===== config.mk =====
export PLATFORM = sky130hd
export DESIGN_NAME = delayed_command_slot_queue
export DESIGN_NICKNAME = d
export VERILOG_FILES = /design/src/rtl/dcsq_pkg.sv /design/src/rtl/dcsq_sequencer.sv /design/src/rtl/dcsq_datapath.sv /design/src/rtl/delayed_command_slot_queue.sv
export SDC_FILE = /design/constraint.sdc
export NUM_CORES = 1
export LEC_CHECK = 0
export BUFFER_PORTS_ARGS = -buffer_cell sky130_fd_sc_hd__buf_4
export CAP_MARGIN = 20
export CELL_PAD_IN_SITES_DETAIL_PLACEMENT = 0
export CELL_PAD_IN_SITES_GLOBAL_PLACEMENT = 1
export CORE_MARGIN = 5
export CORE_UTILIZATION = 45
export CTS_CLUSTER_SIZE = 10
export DETAILED_ROUTE_END_ITERATION = 8
export PLACE_DENSITY = 0.81
export SLEW_MARGIN = 10
export SYNTH_ARGS = -nofsm -noshare
export SYNTH_HDL_FRONTEND = slang
export SYNTH_HIERARCHICAL = 1
export SYNTH_SLANG_ARGS = --single-unit

===== constraint.sdc =====
create_clock -name clk -period 11.1 [get_ports clk]
set_clock_uncertainty 0.05 [all_clocks]
set_input_delay 0.555 -clock clk [delete_from_list [all_inputs] [get_ports clk]]
set_output_delay 0.555 -clock clk [all_outputs]
set_load 0.02 [all_outputs]

===== src/rtl/dcsq_pkg.sv =====
// ----------------------------------------------------------------------------
// Delayed command slot queue package
// Sizes, control word layout and the microcode program of the sequencer.
// ----------------------------------------------------------------------------
`timescale 1ns / 1ps
`default_nettype none

package dcsq_pkg;

  localparam int QUEUE_SLOTS = 8;
  localparam int SLOT_W      = (QUEUE_SLOTS > 1) ? $clog2(QUEUE_SLOTS) : 1;
  localparam int DATA_W      = 32;
  localparam int PADDR_W     = 3;

  localparam logic [SLOT_W-1:0] SLOT_LAST = SLOT_W'(QUEUE_SLOTS - 1);

  localparam logic REG_REPLY_HANDLE = 1'b0;

  typedef enum logic [1:0] {
    OP_TICK   = 2'd0,
    OP_INSERT = 2'd1,
    OP_FETCH  = 2'd2
  } op_t;

  typedef enum logic [2:0] {
    STEP_IDLE      = 3'd0,
    STEP_TICK      = 3'd1,
    STEP_INS_SCAN  = 3'd2,
    STEP_EMPTY     = 3'd3,
    STEP_INS_WRITE = 3'd4,
    STEP_FET_SCAN  = 3'd5,
    STEP_FET_READ  = 3'd6
  } step_t;

  typedef enum logic [1:0] {
    COND_DISPATCH  = 2'd0,
    COND_GOTO      = 2'd1,
    COND_SCAN_FREE = 2'd2,
    COND_SCAN_DUE  = 2'd3
  } cond_t;

  typedef enum logic [1:0] {
    ACT_NONE     = 2'd0,
    ACT_TIME_INC = 2'd1,
    ACT_INSERT   = 2'd2,
    ACT_CLEAR    = 2'd3
  } act_t;

  typedef enum logic [1:0] {
    EMIT_NONE = 2'd0,
    EMIT_OK   = 2'd1,
    EMIT_ZERO = 2'd2,
    EMIT_SLOT = 2'd3
  } emit_t;

  typedef struct packed {
    cond_t cond;
    act_t  act;
    emit_t emit;
    step_t hit_step;
    step_t miss_step;
  } ucode_word_t;

  typedef struct packed {
    logic              latch;
    act_t              act;
    emit_t             emit;
    logic [SLOT_W-1:0] idx;
  } dp_ctrl_t;

  typedef struct packed {
    logic slot_free;
    logic slot_due;
  } dp_status_t;

  function automatic ucode_word_t ucode_rom(input step_t step);
    ucode_word_t w;
    w = '{COND_DISPATCH, ACT_NONE, EMIT_NONE, STEP_IDLE, STEP_IDLE};
    case (step)
      STEP_IDLE:      w = '{COND_DISPATCH,  ACT_NONE,     EMIT_NONE, STEP_IDLE,
                            STEP_IDLE};
      STEP_TICK:      w = '{COND_GOTO,      ACT_TIME_INC, EMIT_OK,   STEP_IDLE,
                            STEP_IDLE};
      STEP_INS_SCAN:  w = '{COND_SCAN_FREE, ACT_NONE,     EMIT_NONE, STEP_INS_WRITE,
                            STEP_EMPTY};
      STEP_EMPTY:     w = '{COND_GOTO,      ACT_NONE,     EMIT_ZERO, STEP_IDLE,
                            STEP_IDLE};
      STEP_INS_WRITE: w = '{COND_GOTO,      ACT_INSERT,   EMIT_OK,   STEP_IDLE,
                            STEP_IDLE};
      STEP_FET_SCAN:  w = '{COND_SCAN_DUE,  ACT_NONE,     EMIT_NONE, STEP_FET_READ,
                            STEP_EMPTY};
      STEP_FET_READ:  w = '{COND_GOTO,      ACT_CLEAR,    EMIT_SLOT, STEP_IDLE,
                            STEP_IDLE};
      default:        w = '{COND_GOTO,      ACT_NONE,     EMIT_NONE, STEP_IDLE,
                            STEP_IDLE};
    endcase
    return w;
  endfunction

  function automatic step_t op_entry(input logic [1:0] op);
    step_t s;
    s = STEP_EMPTY;
    case (op)
      OP_TICK:   s = STEP_TICK;
      OP_INSERT: s = STEP_INS_SCAN;
      OP_FETCH:  s = STEP_FET_SCAN;
      default:   s = STEP_EMPTY;
    endcase
    return s;
  endfunction

endpackage

`default_nettype wire


===== src/rtl/dcsq_sequencer.sv =====
// ----------------------------------------------------------------------------
// Delayed command slot queue sequencer
// Step counter, microcode lookup, conditional jumps and the slot scan index.
// ----------------------------------------------------------------------------
`timescale 1ns / 1ps
`default_nettype none

module dcsq_sequencer import dcsq_pkg::*; (
  input  logic       clk,
  input  logic       rst,
  input  logic       start,
  input  logic [1:0] op,
  input  dp_status_t status,
  output logic       busy,
  output dp_ctrl_t   ctrl
);

  step_t             pc;
  step_t             pc_next;
  logic [SLOT_W-1:0] idx;
  logic [SLOT_W-1:0] idx_next;
  ucode_word_t       word;
  logic              hit;

  assign word = ucode_rom(pc);

  always_ff @(posedge clk) begin
    if (rst) begin
      pc  <= STEP_IDLE;
      idx <= '0;
    end else begin
      pc  <= pc_next;
      idx <= idx_next;
    end
  end

  always_comb begin
    pc_next  = pc;
    idx_next = idx;
    hit      = 1'b0;
    case (word.cond)
      COND_DISPATCH: begin
        if (start) begin
          pc_next  = op_entry(op);
          idx_next = '0;
        end
      end
      COND_GOTO: begin
        pc_next = word.hit_step;
      end
      COND_SCAN_FREE, COND_SCAN_DUE: begin
        hit = (word.cond == COND_SCAN_FREE) ? status.slot_free : status.slot_due;
        if (hit) begin
          pc_next = word.hit_step;
        end else if (idx == SLOT_LAST) begin
          pc_next = word.miss_step;
        end else begin
          idx_next = idx + 1'b1;
        end
      end
      default: begin
        pc_next = STEP_IDLE;
      end
    endcase
  end

  always_comb begin
    busy       = (pc != STEP_IDLE);
    ctrl.latch = (word.cond == COND_DISPATCH) && start;
    ctrl.act   = word.act;
    ctrl.emit  = word.emit;
    ctrl.idx   = idx;
  end

endmodule

`default_nettype wire


===== src/rtl/dcsq_datapath.sv =====
// ----------------------------------------------------------------------------
// Delayed command slot queue datapath
// Slot table, time counter, operand latches, slot tests and result registers.
// ----------------------------------------------------------------------------
`timescale 1ns / 1ps
`default_nettype none

module dcsq_datapath import dcsq_pkg::*; (
  input  logic              clk,
  input  logic              rst,
  input  dp_ctrl_t          ctrl,
  input  logic [DATA_W-1:0] command,
  input  logic [DATA_W-1:0] param_handle,
  input  logic [DATA_W-1:0] delay,
  input  logic [DATA_W-1:0] reply_handle,
  output dp_status_t        status,
  output logic              done,
  output logic              success,
  output logic [DATA_W-1:0] due_command,
  output logic [DATA_W-1:0] due_param_in,
  output logic [DATA_W-1:0] due_param_out
);

  logic [DATA_W-1:0] time_now;
  logic [DATA_W-1:0] cmd_hold;
  logic [DATA_W-1:0] param_hold;
  logic [DATA_W-1:0] delay_hold;
  logic [DATA_W-1:0] slot_command  [QUEUE_SLOTS];
  logic [DATA_W-1:0] slot_param_in [QUEUE_SLOTS];
  logic [DATA_W-1:0] slot_param_out[QUEUE_SLOTS];
  logic [DATA_W-1:0] slot_deadline [QUEUE_SLOTS];
  logic [DATA_W-1:0] cur_command;
  logic [DATA_W-1:0] cur_deadline;

  assign cur_command  = slot_command[ctrl.idx];
  assign cur_deadline = slot_deadline[ctrl.idx];

  always_comb begin
    status.slot_free = (cur_command == '0) || (cur_deadline == '0);
    status.slot_due  = (cur_command != '0) && (cur_deadline <= time_now);
  end

  always_ff @(posedge clk) begin
    if (ctrl.latch) begin
      cmd_hold   <= command;
      param_hold <= param_handle;
      delay_hold <= delay;
    end
  end

  always_ff @(posedge clk) begin
    if (rst) begin
      time_now <= '0;
      for (int i = 0; i < QUEUE_SLOTS; i++) begin
        slot_command[i]  <= '0;
        slot_deadline[i] <= '0;
      end
    end else begin
      case (ctrl.act)
        ACT_TIME_INC: time_now <= time_now + 1'b1;
        ACT_INSERT: begin
          slot_command[ctrl.idx]  <= cmd_hold;
          slot_deadline[ctrl.idx] <= time_now + delay_hold;
        end
        ACT_CLEAR: begin
          slot_command[ctrl.idx]  <= '0;
          slot_deadline[ctrl.idx] <= '0;
        end
        default: ;
      endcase
    end
  end

  always_ff @(posedge clk) begin
    if (ctrl.act == ACT_INSERT) begin
      slot_param_in[ctrl.idx]  <= param_hold;
      slot_param_out[ctrl.idx] <= reply_handle;
    end
  end

  always_ff @(posedge clk) begin
    if (rst) begin
      done <= 1'b0;
    end else begin
      done <= (ctrl.emit != EMIT_NONE);
    end
  end

  always_ff @(posedge clk) begin
    case (ctrl.emit)
      EMIT_OK: begin
        success       <= 1'b1;
        due_command   <= '0;
        due_param_in  <= '0;
        due_param_out <= '0;
      end
      EMIT_SLOT: begin
        success       <= 1'b1;
        due_command   <= cur_command;
        due_param_in  <= slot_param_in[ctrl.idx];
        due_param_out <= slot_param_out[ctrl.idx];
      end
      EMIT_ZERO: begin
        success       <= 1'b0;
        due_command   <= '0;
        due_param_in  <= '0;
        due_param_out <= '0;
      end
      default: ;
    endcase
  end

endmodule

`default_nettype wire


===== src/rtl/delayed_command_slot_queue.sv =====
// ----------------------------------------------------------------------------
// Delayed command slot queue
// Timer-driven table of delayed commands run by a small microcoded sequencer.
// ----------------------------------------------------------------------------
// An item is taken when start is high and busy is low; op selects a tick, an
// insert of command, param_handle and delay, or a fetch of the lowest due slot.
// Every item gives exactly one result beat, marked by done for one cycle, on
// success, due_command, due_param_in and due_param_out.
// A tick gives its beat from the tick step. An insert or a fetch scans the
// slot table one slot per cycle, then gives its beat from the write, read or
// empty step; an unused op code gives an all-zero beat from the empty step.
// The next item can be accepted in the cycle its result beat is shown.
// The reply handle register sits at byte address 0 of the APB port and is
// stored with every insert; it must be written only while the block is idle,
// which the block itself does not enforce. Reset clears the time counter,
// slot commands and deadlines, the reply handle and the sequencer.
// The receiver cannot stall, so each beat is taken as it appears.
`timescale 1ns / 1ps
`default_nettype none

module delayed_command_slot_queue import dcsq_pkg::*; (
  input  logic               clk,
  input  logic               rst,
  input  logic               start,
  output logic               busy,
  input  logic [1:0]         op,
  input  logic [DATA_W-1:0]  command,
  input  logic [DATA_W-1:0]  param_handle,
  input  logic [DATA_W-1:0]  delay,
  output logic               done,
  output logic               success,
  output logic [DATA_W-1:0]  due_command,
  output logic [DATA_W-1:0]  due_param_in,
  output logic [DATA_W-1:0]  due_param_out,
  input  logic               psel,
  input  logic               penable,
  input  logic               pwrite,
  input  logic [PADDR_W-1:0] paddr,
  input  logic [DATA_W-1:0]  pwdata,
  output logic [DATA_W-1:0]  prdata,
  output logic               pready
);

  logic [DATA_W-1:0] reply_handle;
  dp_ctrl_t          ctrl;
  dp_status_t        status;

  assign pready = 1'b1;

  always_ff @(posedge clk) begin
    if (rst) begin
      reply_handle <= '0;
    end else if (psel && penable && pwrite && pready &&
                 (paddr[PADDR_W-1] == REG_REPLY_HANDLE)) begin
      reply_handle <= pwdata;
    end
  end

  always_comb begin
    prdata = '0;
    if (paddr[PADDR_W-1] == REG_REPLY_HANDLE) begin
      prdata = reply_handle;
    end
  end

  dcsq_sequencer u_seq (
    .clk    (clk),
    .rst    (rst),
    .start  (start),
    .op     (op),
    .status (status),
    .busy   (busy),
    .ctrl   (ctrl)
  );

  dcsq_datapath u_dp (
    .clk           (clk),
    .rst           (rst),
    .ctrl          (ctrl),
    .command       (command),
    .param_handle  (param_handle),
    .delay         (delay),
    .reply_handle  (reply_handle),
    .status        (status),
    .done          (done),
    .success       (success),
    .due_command   (due_command),
    .due_param_in  (due_param_in),
    .due_param_out (due_param_out)
  );

endmodule

`default_nettype wire


# --- After elaboration in Yosys (flattened, before gate mapping) ---
# Memories as Yosys holds them, arrays and structs flattened. A register that Yosys moved wholly into a read port is not among the register bits.
# Cells that the tools add are included.
classes:
  bitwise: 3
  mux: 41
  addsub: 3
  order_cmp: 1
  reduce_logical: 24
  eq_ne: 22
op_table:
  columns: ["cell", "count"]
  rows:
  - ["$pmux 32 s2", 3]
  - ["$mux 32", 5]
  - ["$pmux 12 s7", 1]
  - ["$logic_not 32->1", 2]
  - ["$reduce_or 32->1", 2]
  - ["$mux 3", 16]
  - ["$add 32x1->32 const B", 1]
  - ["$add 32x32->32", 1]
  - ["$le 32x32->1", 1]
  - ["$reduce_bool 32->1", 1]
  - ["$pmux 3 s3", 2]
  - ["$eq 2x2->1 const B", 7]
  - ["$eq 3x3->1 const B", 4]
  - ["$mux 1", 12]
  - ["$eq 2x1->1 const B", 4]
  - ["$reduce_bool 2->1", 4]
  - ["$eq 3x2->1 const B", 2]
  - ["$ne 2x2->1 const B", 3]
  - ["$pmux 3 s2", 1]
  - ["$reduce_or 2->1", 3]
  - ["$logic_and 1x1->1", 5]
  - ["$logic_not 2->1", 2]
  - ["$reduce_and 4->1", 1]
  - ["$add 3x1->3 const B", 1]
  - ["other kinds (9)", 10]
totals:
  ram_bits: 1024
  in_bits: 139
  ff_bits: 264
  word_cells: 110
  mem_count: 4
memory_table:
  columns: ["name", "depth", "word_bits", "read_ports", "rd_clocked_by_memory_dff", "write_ports", "line_no", "rtl"]
  rows:
  - ["u_dp.slot_command", 8, 32, 1, 1, 8, "dcsq_datapath.sv:28", "logic [DATA_W-1:0] slot_command [QUEUE_SLOTS];"]
  - ["u_dp.slot_deadline", 8, 32, 1, 1, 8, "dcsq_datapath.sv:31", "logic [DATA_W-1:0] slot_deadline [QUEUE_SLOTS];"]
  - ["u_dp.slot_param_in", 8, 32, 1, 1, 1, "dcsq_datapath.sv:29", "logic [DATA_W-1:0] slot_param_in [QUEUE_SLOTS];"]
  - ["u_dp.slot_param_out", 8, 32, 1, 1, 1, "dcsq_datapath.sv:30", "logic [DATA_W-1:0] slot_param_out[QUEUE_SLOTS];"]

# --- Depth between registers and ports, before layout ---
logic_depth:
  depth_word: 9
  mapped_depth: 21

# --- Hierarchy ---
# The synthesis kept the hierarchy.
modules_own_cells:
  columns: ["module", "area_per_inst_um2", "instances", "cells_each", "seq_area_each_um2"]
  rows:
  - ["dcsq_datapath", 50014.2, 1, 3300, 37205.7]
  - ["delayed_command_slot_queue", 1696.6, 1, 177, 640.6]
  - ["dcsq_sequencer", 474.2, 1, 59, 120.1]

# --- Least setup slack after synthesis ---
# Ideal clock, no wire load.
synth_timing:
  path_kind: "register to register"
  start: "register u_seq.idx[2]"
  end: "memory u_dp.slot_param_in[3][0] (enable)"
  arrival_time_ns: 7.366
  slack_ns: 3.040
  path_stages_with_launch: 8
  setup_ns: 0.644
  period_less_slack_ns: 8.060
  required_ns: 10.406
  cell_sequence: "dfxtp_1 -> buf_6 -> buf_6 -> buf_6 -> buf_6 -> buf_2 -> buf_1 -> nor4_1"
synth_lines:
  columns: ["item", "line_no", "rtl"]
  rows:
  - ["start: declaration", "dcsq_sequencer.sv:20", "logic [SLOT_W-1:0] idx;"]
  - ["start signal: assignment", "dcsq_sequencer.sv:33", "idx <= idx_next;"]
  - ["end: declaration", "dcsq_datapath.sv:29", null]
# No word-level cell before the write port.

# --- Worst setup path in the final report ---
layout_timing:
  start: "register u_seq.idx[0]"
  end: "register u_seq.idx[1]"
layout_between:
  elab_chain_cells: 4
  word_cells_on_any_way: 7
  cone_classes: "add/sub: 1; eq/ne: 2; mux: 3; reduce/logical: 1"
layout_lines:
  columns: ["item", "line_no", "rtl"]
  rows:
  - ["$add 3x1->3", "dcsq_sequencer.sv:58", "idx_next = idx + 1'b1;"]
  - ["$mux 3", "dcsq_sequencer.sv:55", "end else if (idx == SLOT_LAST) begin"]
  - ["$mux 3", "dcsq_sequencer.sv:53", "if (hit) begin"]
  - ["$pmux 3 s2", "dcsq_sequencer.sv:41", "case (word.cond)"]
# Several ways; a longest one is shown, not always the timed one. The select of a mux whose other input is x is not followed.
# A chain may end at the register's enable or synchronous reset.

==> qor.txt <==
Utilization after layout -> 53.17%
Fin nets -> 4150
Placed Instances -> 5190
First-pass GRT wire length -> 211300 um
Fin Setup TNS -> 0 ps
Final Max Tran Viols -> 0
Peak supply drop -> 0.1886 mV
DIE WIDTH -> 350.5 um
Synth Instances -> 3536
CP peak stage delay -> 810 ps
Leak -> 21.33 nW
Die ar. -> 122900 um2
Multi-input gate area -> 13200 um2
Sequential cell area -> 37980 um2
Worst Hold Path Cells -> 3
TritonRoute pass-1 iters -> 6
WHS -> 32.94 ps
Power per cell area -> 214.8 nW/um2
Root buffer cell -> clkbuf_16
Skew-Pair Late Insertion Delay -> 760 ps
Worst hold path class -> in2reg
Critical Path, Cell by Cell -> buf_12 -> inv_2 -> buf_4 -> nor3_2 -> buf_4 -> a22oi_1 -> o21ai_0 -> ha_1 -> nand4_1 -> nor4_1 -> o21ai_0 -> o2111ai_1 -> a21oi_1 -> a32oi_1 -> o21a_1 -> mux2i_1
Slew margin rel. -> 26.00%
Crit end category -> flip-flop
FF-to-FF Start -> u_seq/idx[0]$_SDFFE_PP0P_
Vias in the first global route -> 32829
Routed Antenna Nets -> 0
I/O Pins -> 271
Post-CTS sizing -> 0
Syn_area_per_cell -> 14.76 um2
Count of filler cells inserted in the layout -> 9408
Post-CTS Repair Setup Buffers -> 0
R2r setup slk -> 4560 ps
Detailed placement HPWL -> 80540 um
CTS tree -> done
Total power -> 13.22 mW
Worst Setup Path Type -> reg2reg
Dominant synthesized flop cell -> edfxtp_1
Num CTS Buffers -> 149
Crit-path leading delay family -> compound AO/OA/AOI/OAI gates
Avg WL per Cell -> 26.08 um
Area growth, synth to finish -> 17.92%
Yosys reg bits -> 1288
Seq/Total Area, Yosys -> 72.75%
Iteration-0 DRC Markers -> 3409
Post-synth ARST share -> 0%
Clk sinks -> 1288
Clock transition at path regs -> 60 ps
Core Region -> 115700 um2
Initial Util -> 45.09%
Min cycle time layout -> 6537 ps
Fin. Hold Viols -> 0
Initial antenna violation count -> 10
Max Freq -> 153.0 MHz
Fin worst setup slack -> 4563 ps
PortBufs -> 267
H-tree lvl count -> 4
Pre-CTS WS -> 4664 ps
DRT Wirelength -> 145000 um
Pin count of the biggest net entering global routing -> 115
CP Buf/Inv Count -> 4
# Max-Cap Violations -> 0
Residual DRC count -> 0
GR Util All Layers -> 23.15%
Critical Path RT -> 11730 ps
Cell Area, Synth -> 52190 um2
Post-synth EDFFs -> 1217
Total gr overflow -> 0
Status -> finished clean
Worst slew pin tran -> 1108 ps
Slowest-stage cell, CP -> nor3_2
Crit start category -> flip-flop
Reg2reg path depth -> 16
Distinct cells, synth -> 86
Design Area, Final -> 61540 um2
Syn nets -> 3744
RR Endpoint -> u_seq/idx[1]$_SDFFE_PP0P_
YS warnings -> 6
Startpoint of the worst hold path -> pwdata[2]
CTS hold repair buffers -> 125
Final Non-Filler Cells -> 5559
Gp weighted congestion -> 0.8320
Max clock buf depth -> 3
RSZ-0062 raised after global routing -> no
Fraction of layout cells with a size suffix above 1 -> 16.42%
CP max FO -> 114
Period utilisation layout -> 58.90%
Arr. time, crit path -> 7160 ps
Hold Path End -> reply_handle[2]$_SDFFE_PP0P_
Die Y -> 350.5 um
DR vias -> 32909
Vias per cell -> 5.920
# rows -> 125
Final setup vio count -> 0
Area after DPL -> 55900 um2
[logic make-up after synthesis]
| logic type | share of synthesized area [%] |
|---|---|
| and+or+nand+nor | 8.754 |
| AOI/OAI and AO/OA | 9.471 |
| muxes | 4.064 |
| other | 0.007186 |
| adders and majority gates | 1.669 |
| xor gates and xnor gates | 0.9399 |
| buffers and inverters | 2.342 |
| DFF | 72.75 |
[power breakdown]
| part | total, mW | internal, mW | leakage [nW] | switching, mW |
|---|---|---|---|---|
| clock network | 4.43 | 2.52 | 2.08 | 1.91 |
| logic | 2.51 | 0.797 | 6.88 | 1.71 |
| registers | 6.29 | 6.04 | 12.4 | 0.246 |
| total | 13.2 | 9.36 | 21.3 | 3.86 |
[worst max path at each step]
stage	startpoint	to	slack [ps]	cells past startpoint
2_1_floorplan	u_seq/idx[2]$_SDFFE_PP0P_	u_dp/slot_param_in[3][0]$_DFFE_PP_	3040	7
3_3_place_gp	u_seq/idx[0]$_SDFFE_PP0P_	u_seq/idx[1]$_SDFFE_PP0P_	4690	16
3_5_place_dp	u_seq/idx[0]$_SDFFE_PP0P_	u_seq/idx[1]$_SDFFE_PP0P_	4660	16
4_1_cts	u_seq/idx[0]$_SDFFE_PP0P_	u_seq/idx[1]$_SDFFE_PP0P_	4610	16
5_1_grt	u_seq/idx[0]$_SDFFE_PP0P_	u_seq/pc[2]$_SDFFE_PP0P_	4550	19
6_report	u_seq/idx[0]$_SDFFE_PP0P_	u_seq/idx[1]$_SDFFE_PP0P_	4560	16
[Yosys cell counts, types with 49 or more instances]
cell / number / area (um2)
a221oi_1: 76 / 665.6
nand2b_1: 82 / 513.0
a21oi_1: 77 / 385.4
dfxtp_1: 71 / 1421
mux2_2: 49 / 551.8
ha_1: 68 / 850.8
mux2i_1: 78 / 780.8
nand2_1: 123 / 461.7
clkbuf_1: 132 / 495.5
edfxtp_1: 1217 / 36550
nor2_1: 636 / 2387
inv_1: 49 / 183.9
a22oi_1: 237 / 1779
[cells in the final DEF, fill, tap and decap left out, drive strengths merged, types with 71 or more instances in the layout]
master and instances:
a21oi 78, buf 348, nor2 636, edfxtp 1217, a22oi 237, dlygate4sd3 125
nand2b 82, a221oi 82, nand2 123, mux2i 78, clkbuf 215, dfxtp 71
[area by class of cell]
type | instances | share of cell area [%]
clock inverters | 20 | 0.6242
flip-flops and latches | 1288 | 61.72
multi-input cells | 1979 | 21.44
well taps | 1524 | 3.099
clock buffers | 215 | 6.462
diodes | 9 | 0.03660
inverters | 51 | 0.3152
repair buffers | 473 | 6.305
[registers in the layout (all words and copies together) (netlist names)]
| register | count |
|---|---|
| u_dp/slot_command | 256 |
| u_dp/slot_deadline | 256 |
| u_dp/slot_param_in | 256 |
| u_dp/slot_param_out | 256 |
| reply_handle | 32 |
| u_dp/cmd_hold | 32 |
| u_dp/delay_hold | 32 |
| u_dp/due_command | 32 |
| u_dp/due_param_in | 32 |
| u_dp/due_param_out | 32 |
| u_dp/param_hold | 32 |
| u_dp/time_now | 32 |
| u_seq/idx | 3 |
| u_seq/pc | 3 |
| u_dp/done | 1 |
| u_dp/success | 1 |
[worst min-delay path: stages]
cell	delay, ps
buf_4	110
nand2b_1	60
mux2i_1	60
[routing by layer]
| metal | track usage (%) | vias to the layer above | wire length, um |
|---|---|---|---|
| met5 | 0 | - | 7 |
| met4 | 7.937 | 2 | 4433 |
| met3 | 5.023 | 286 | 13980 |
| met2 | 38.45 | 1767 | 70460 |
| met1 | 30.44 | 16482 | 56080 |
| li1 | - | 14372 | - |
(Power assumes the default switching activity.)
